### src/sv/spq_pkg.sv
package spq_pkg;

	localparam int DEPTH   = 16;
	localparam int CNT_W   = $clog2(DEPTH + 1);
	localparam int PRIO_W  = 16;
	localparam int VALUE_W = 32;
	localparam int OCC_W   = 5;
	localparam int STAT_W  = 2;
	localparam int S_DATA_W = 48;
	localparam int M_DATA_W = 56;

	localparam logic [STAT_W-1:0] ST_DONE  = 2'd0;
	localparam logic [STAT_W-1:0] ST_FULL  = 2'd1;
	localparam logic [STAT_W-1:0] ST_EMPTY = 2'd2;

	localparam logic FUNC_INSERT = 1'b0;
	localparam logic FUNC_POP    = 1'b1;

	// Operation broadcast to every cell of the chain.
	typedef struct packed {
		logic                      ins;
		logic                      pop;
		logic signed [PRIO_W-1:0]  prio;
		logic signed [VALUE_W-1:0] value;
	} spq_cmd_t;

	// What one cell shows to its neighbors.
	typedef struct packed {
		logic                      keep;
		logic signed [PRIO_W-1:0]  prio;
		logic signed [VALUE_W-1:0] value;
	} spq_link_t;

endpackage

### src/sv/spq_cell.sv
module spq_cell (
	input  logic               clk,
	input  spq_pkg::spq_cmd_t  cmd,
	input  logic               occupied,
	input  spq_pkg::spq_link_t left,
	input  spq_pkg::spq_link_t right,
	output spq_pkg::spq_link_t link
);
	import spq_pkg::*;

	logic signed [PRIO_W-1:0]  prio_q;
	logic signed [VALUE_W-1:0] value_q;
	logic                      keep;

	// An occupied entry that is not above the new priority stays, so equal
	// priorities keep their arrival order.
	assign keep = occupied && (prio_q <= cmd.prio);

	assign link.keep  = keep;
	assign link.prio  = prio_q;
	assign link.value = value_q;

	always_ff @(posedge clk) begin
		if (cmd.ins && !keep) begin
			if (left.keep) begin
				prio_q  <= cmd.prio;
				value_q <= cmd.value;
			end else begin
				prio_q  <= left.prio;
				value_q <= left.value;
			end
		end else if (cmd.pop) begin
			prio_q  <= right.prio;
			value_q <= right.value;
		end
	end

endmodule

### src/sv/sorted_priority_queue_unit.sv
// Output: a result is registered and shows on the master side in the cycle after its beat is taken.
// Throughput: one beat per cycle while the master side keeps taking results; every
// insert into a non-full queue and pop from a non-empty one updates all cells together.
// Reset: arst_n clears the entry count and the output valid; the stored entries
// are left as they are and are never read until written again.
module sorted_priority_queue_unit (
	input  logic                         clk,
	input  logic                         arst_n,
	input  logic                         s_tvalid,
	output logic                         s_tready,
	input  logic [spq_pkg::S_DATA_W-1:0] s_tdata,  // in_priority[15:0], in_value[47:16]
	input  logic [0:0]                   s_tuser,  // func[0]
	output logic                         m_tvalid,
	input  logic                         m_tready,
	output logic [spq_pkg::M_DATA_W-1:0] m_tdata   // out_value[31:0], out_priority[47:32],
	                                               // status[49:48], occupancy[54:50], zero pad
);
	import spq_pkg::*;

	logic [CNT_W-1:0]    count_q;
	logic                m_tvalid_q;
	logic [M_DATA_W-1:0] m_tdata_q;

	logic                accept;
	logic                full;
	logic                empty;
	logic                is_pop;
	spq_cmd_t            cmd;
	spq_link_t           links [DEPTH];
	logic [DEPTH-1:0]    occupied;
	logic [CNT_W-1:0]    count_next;
	logic [STAT_W-1:0]   status;
	logic [VALUE_W-1:0]  res_value;
	logic [PRIO_W-1:0]   res_prio;

	assign s_tready = !m_tvalid_q || m_tready;
	assign accept   = s_tvalid && s_tready;
	assign is_pop   = (s_tuser[0] == FUNC_POP);
	assign full     = (count_q == CNT_W'(DEPTH));
	assign empty    = (count_q == '0);

	assign cmd.ins   = accept && !is_pop && !full;
	assign cmd.pop   = accept && is_pop && !empty;
	assign cmd.prio  = s_tdata[PRIO_W-1:0];
	assign cmd.value = s_tdata[PRIO_W +: VALUE_W];

	genvar i;
	generate
		for (i = 0; i < DEPTH; i++) begin : g_cell
			spq_link_t left_in;
			spq_link_t right_in;

			assign occupied[i] = (CNT_W'(i) < count_q);

			if (i == 0) begin : g_head
				assign left_in = '{keep: 1'b1, prio: '0, value: '0};
			end else begin : g_mid
				assign left_in = links[i-1];
			end

			// The tail takes nothing on a pop; its old contents fall outside the count.
			if (i == DEPTH - 1) begin : g_tail
				assign right_in = links[i];
			end else begin : g_body
				assign right_in = links[i+1];
			end

			spq_cell u_cell (
				.clk      (clk),
				.cmd      (cmd),
				.occupied (occupied[i]),
				.left     (left_in),
				.right    (right_in),
				.link     (links[i])
			);
		end
	endgenerate

	always_comb begin
		count_next = count_q;
		status     = ST_DONE;
		res_value  = '0;
		res_prio   = '0;
		if (is_pop) begin
			if (empty) begin
				status = ST_EMPTY;
			end else begin
				count_next = count_q - CNT_W'(1);
				res_value  = links[0].value;
				res_prio   = links[0].prio;
			end
		end else begin
			if (full) begin
				status = ST_FULL;
			end else begin
				count_next = count_q + CNT_W'(1);
			end
		end
	end

	always_ff @(posedge clk or negedge arst_n) begin
		if (!arst_n) begin
			count_q    <= '0;
			m_tvalid_q <= 1'b0;
		end else begin
			if (accept) begin
				count_q    <= count_next;
				m_tvalid_q <= 1'b1;
			end else if (m_tready) begin
				m_tvalid_q <= 1'b0;
			end
		end
	end

	always_ff @(posedge clk) begin
		if (accept) begin
			m_tdata_q <= {
				(M_DATA_W - VALUE_W - PRIO_W - STAT_W - OCC_W)'(0),
				OCC_W'(count_next),
				status,
				res_prio,
				res_value
			};
		end
	end

	assign m_tvalid = m_tvalid_q;
	assign m_tdata  = m_tdata_q;

endmodule
### config.mk
export PLATFORM = sky130hd
export DESIGN_NAME = sorted_priority_queue_unit
export DESIGN_NICKNAME = d
export VERILOG_FILES = /design/src/sv/spq_pkg.sv /design/src/sv/spq_cell.sv /design/src/sv/sorted_priority_queue_unit.sv
export SDC_FILE = /design/constraint.sdc
export NUM_CORES = 2
export LEC_CHECK = 0
export BUFFER_PORTS_ARGS = -buffer_cell sky130_fd_sc_hd__buf_2
export CORE_AREA = 2 2 344 346
export CTS_BUF_LIST = sky130_fd_sc_hd__clkbuf_8
export CTS_CLUSTER_SIZE = 24
export DETAILED_ROUTE_END_ITERATION = 6
export DIE_AREA = 0 0 346 348
export GPL_ROUTABILITY_DRIVEN = 0
export PLACE_DENSITY = 0.63
export SETUP_SLACK_MARGIN = 0.4
export SLEW_MARGIN = 20
export SYNTH_ARGS = -nofsm -noshare
export SYNTH_HDL_FRONTEND = slang
export SYNTH_HIERARCHICAL = 1
export SYNTH_SLANG_ARGS = --single-unit
export TNS_END_PERCENT = 10
### constraint.sdc
create_clock -name clk -period 5.69 [get_ports clk]
set_clock_uncertainty 0.05 [all_clocks]
set_input_delay 1.138 -clock clk [delete_from_list [all_inputs] [get_ports clk]]
set_output_delay 1.138 -clock clk [all_outputs]
set_load 0.01 [all_outputs]
==> impl_metrics.json <==
{
  "tns_ns": 0,
  "insertion_delay_ns": 0.84,
  "dp_hpwl_mm": 83.0,
  "p_int_mw": 18.6,
  "worstSetupPathDepth": 11,
  "crit_chain": "inv_1, ha_1, nor3b_2, a21o_1, nor2_4, buf_4, nand2_1, or3b_2, nand4_4, buf_4, mux2_2",
  "rsz0062_at_grt": "false",
  "root_buffer": "clkbuf_8",
  "post_drt_wl_per_cell_um": 20.4,
  "finalHoldViolations": 0,
  "p_sw_mw": 9.13,
  "wirelength_mm": 114,
  "status": "complete, no violations",
  "critical_path_class": "flip-flop to flip-flop",
  "antenna_found_initial": 12,
  "final_cell_area_sq_um": 57200,
  "dpl_cell_area_sq_um": 54600,
  "cp_num_buf_inv": 3,
  "yosys_warnings": 6,
  "syn_inst": 3743,
  "area_delta_synth_final_pct": 9.48,
  "grt_first_pass_wirelength_mm": 182,
  "crit_family": "simple AND/OR/NAND/NOR gates",
  "sw_frac_of_total_pct": 32.9,
  "drt-initial-drc-count": 1581,
  "grt_pass1_vias": 31400,
  "min_path_type": "primary input to async pin",
  "max_stage_delay_ns": 0.57,
  "cp_max_fo": 48,
  "synth_area_sq_um": 52300,
  "overflow": 0,
  "cts-resized-gates": 0,
  "fin_cells": 5566,
  "final_core_util_pct": 48.9,
  "avgSynthCellArea_sq_um": 14.0,
  "reg2reg_from": "count_q[1]$_DFFE_PN0P_",
  "cts_hold_buf": 0,
  "clk_pin_slew_worst_paths_ns": 0.05,
  "power_frac_seq_pct": 38.2,
  "drc": 0,
  "crit_path_end_kind": "flip-flop",
  "total_power_mw": 27.7,
  "slew_headroom_pct": 32.0,
  "reg2regPathDepth": 11,
  "max_freq_mhz": 219,
  "multi_input_area_sq_um": 25500,
  "cts_made_buffers": 149,
  "htreeDepth": 4,
  "firstDrtPassIters": 5,
  "register_area_sq_um": 24900,
  "worstPathArrival_ns": 5.08,
  "cp_data_required_time_ns": 6.21,
  "die_h_um": 348,
  "p_per_area_nw_per_um2": 484,
  "startpoint_type": "flip-flop",
  "p_leak_nw": 21.5,
  "pwr-share-comb_pct": 43.5,
  "maxCapViolations": 0,
  "clock_power_share_pct": 18.3,
  "period_needed_ns": 4.56,
  "setup_viol": 0,
  "nFillCells": 10200,
  "postRouteAntennaNets": 0,
  "io_buffers": 109,
  "start_util_pct": 44.7,
  "drive_above_1_share_pct": 46.9,
  "fp.dieW_um": 346,
  "via_count": 29900,
  "boundaryPins": 111,
  "nets": 4238,
  "cts_tree": "done",
  "worstSetupStartpoint": "count_q[1]$_DFFE_PN0P_",
  "clockBufferDepth": 3,
  "rows": 126,
  "slew_viol_final": 0,
  "clock-sinks": 829,
  "core-area_sq_um": 117000,
  "irDropWorstVdd_uv": 360,
  "fin_crit_sh_pct": 80.1,
  "die_area_sq_um": 120000,
  "post_cts_buffers": 0,
  "dp_cells": 5310,
  "worst_path_most_repeated_cell": "buf_4",
  "grt_max_degree": 51,
  "slowest_stage": "dfrtp_1",
  "tightestPinTransition_ns": 1.02,
  "viasPerCell": 5.37,
  "grt_usage_pct": 18.8
}
final timing paths:
path / to / slack [ns]
setup / recovery: g_cell[10].u_cell/value_q[10]$_DFFE_PP_ / 1.13
hold / removal: count_q[3]$_DFFE_PN0P_ / 0.1
setup reg to reg: g_cell[10].u_cell/value_q[10]$_DFFE_PP_ / 1.13
hold reg to reg: m_tdata[28]$_SDFFCE_PP0P_ / 0.49
max in group asynchronous: count_q[0]$_DFFE_PN0P_ / 5.31
min in group clk: m_tdata[28]$_SDFFCE_PP0P_ / 0.49
flip-flops by register name, indices dropped and copies added (netlist names):
register / cells
m_tdata: 55
m_tvalid: 1
count_q: 5
g_cell.u_cell/prio_q: 256
g_cell.u_cell/value_q: 512
placed cells by master, fill, tap and decap left out, types with 29 or more instances in the layout:
cell type,n
mux2_2,1374
edfxtp_1,823
inv_1,342
ha_1,260
clkbuf_8,151
buf_2,109
a21oi_1,108
nand2_1,92
mux2_4,90
mux2_1,72
conb_1,52
and2_1,49
buf_4,39
nand4_1,38
and4_1,34
o21ai_0,30
nand3_1,29
metal layers:
metal  track usage, %  part of all wire, %  up-vias
met1             27.3                   51    14700
li1                 -                    -    14500
met5                0                0.053        -
met2             28.9                   44      518
met3             3.03                  3.7      150
met4             5.36                  1.9       10
power by group through the flow:
| stage | logic (mW) | clock network, mW | registers, mW |
|---|---|---|---|
| 2_1_floorplan | 9.85 | 0 | 10.1 |
| 3_3_place_gp | 11.8 | 0 | 10.7 |
| 3_5_place_dp | 12.1 | 0 | 10.7 |
| 4_1_cts | 12.1 | 5.30 | 10.6 |
| 5_1_grt | 13.1 | 5.54 | 10.8 |
| 6_report | 12.0 | 5.08 | 10.6 |
area by class of cell:
type	instances	share of cell area, %
Sequential cell	829	43.4
Clock inverter	101	0.959
Antenna cell	4	0.0175
Clock buffer	151	3.63
Tap cell	1536	3.36
Multi-Input combinational cell	2490	44.5
Timing Repair Buffer	169	2.20
Inverter	286	1.88
stage by stage:
stage / setup slack (ns) / hold WS [ns]
finish: 1.13 / 0.0997
global route: 0.893 / 0.0331
CTS: 1.15 / 0.00468
detailed placement: 0.762 / 0.487
global placement: 0.807 / 0.476
floorplan: 0.811 / 0.470
Power figures use the tool's default switching activity.
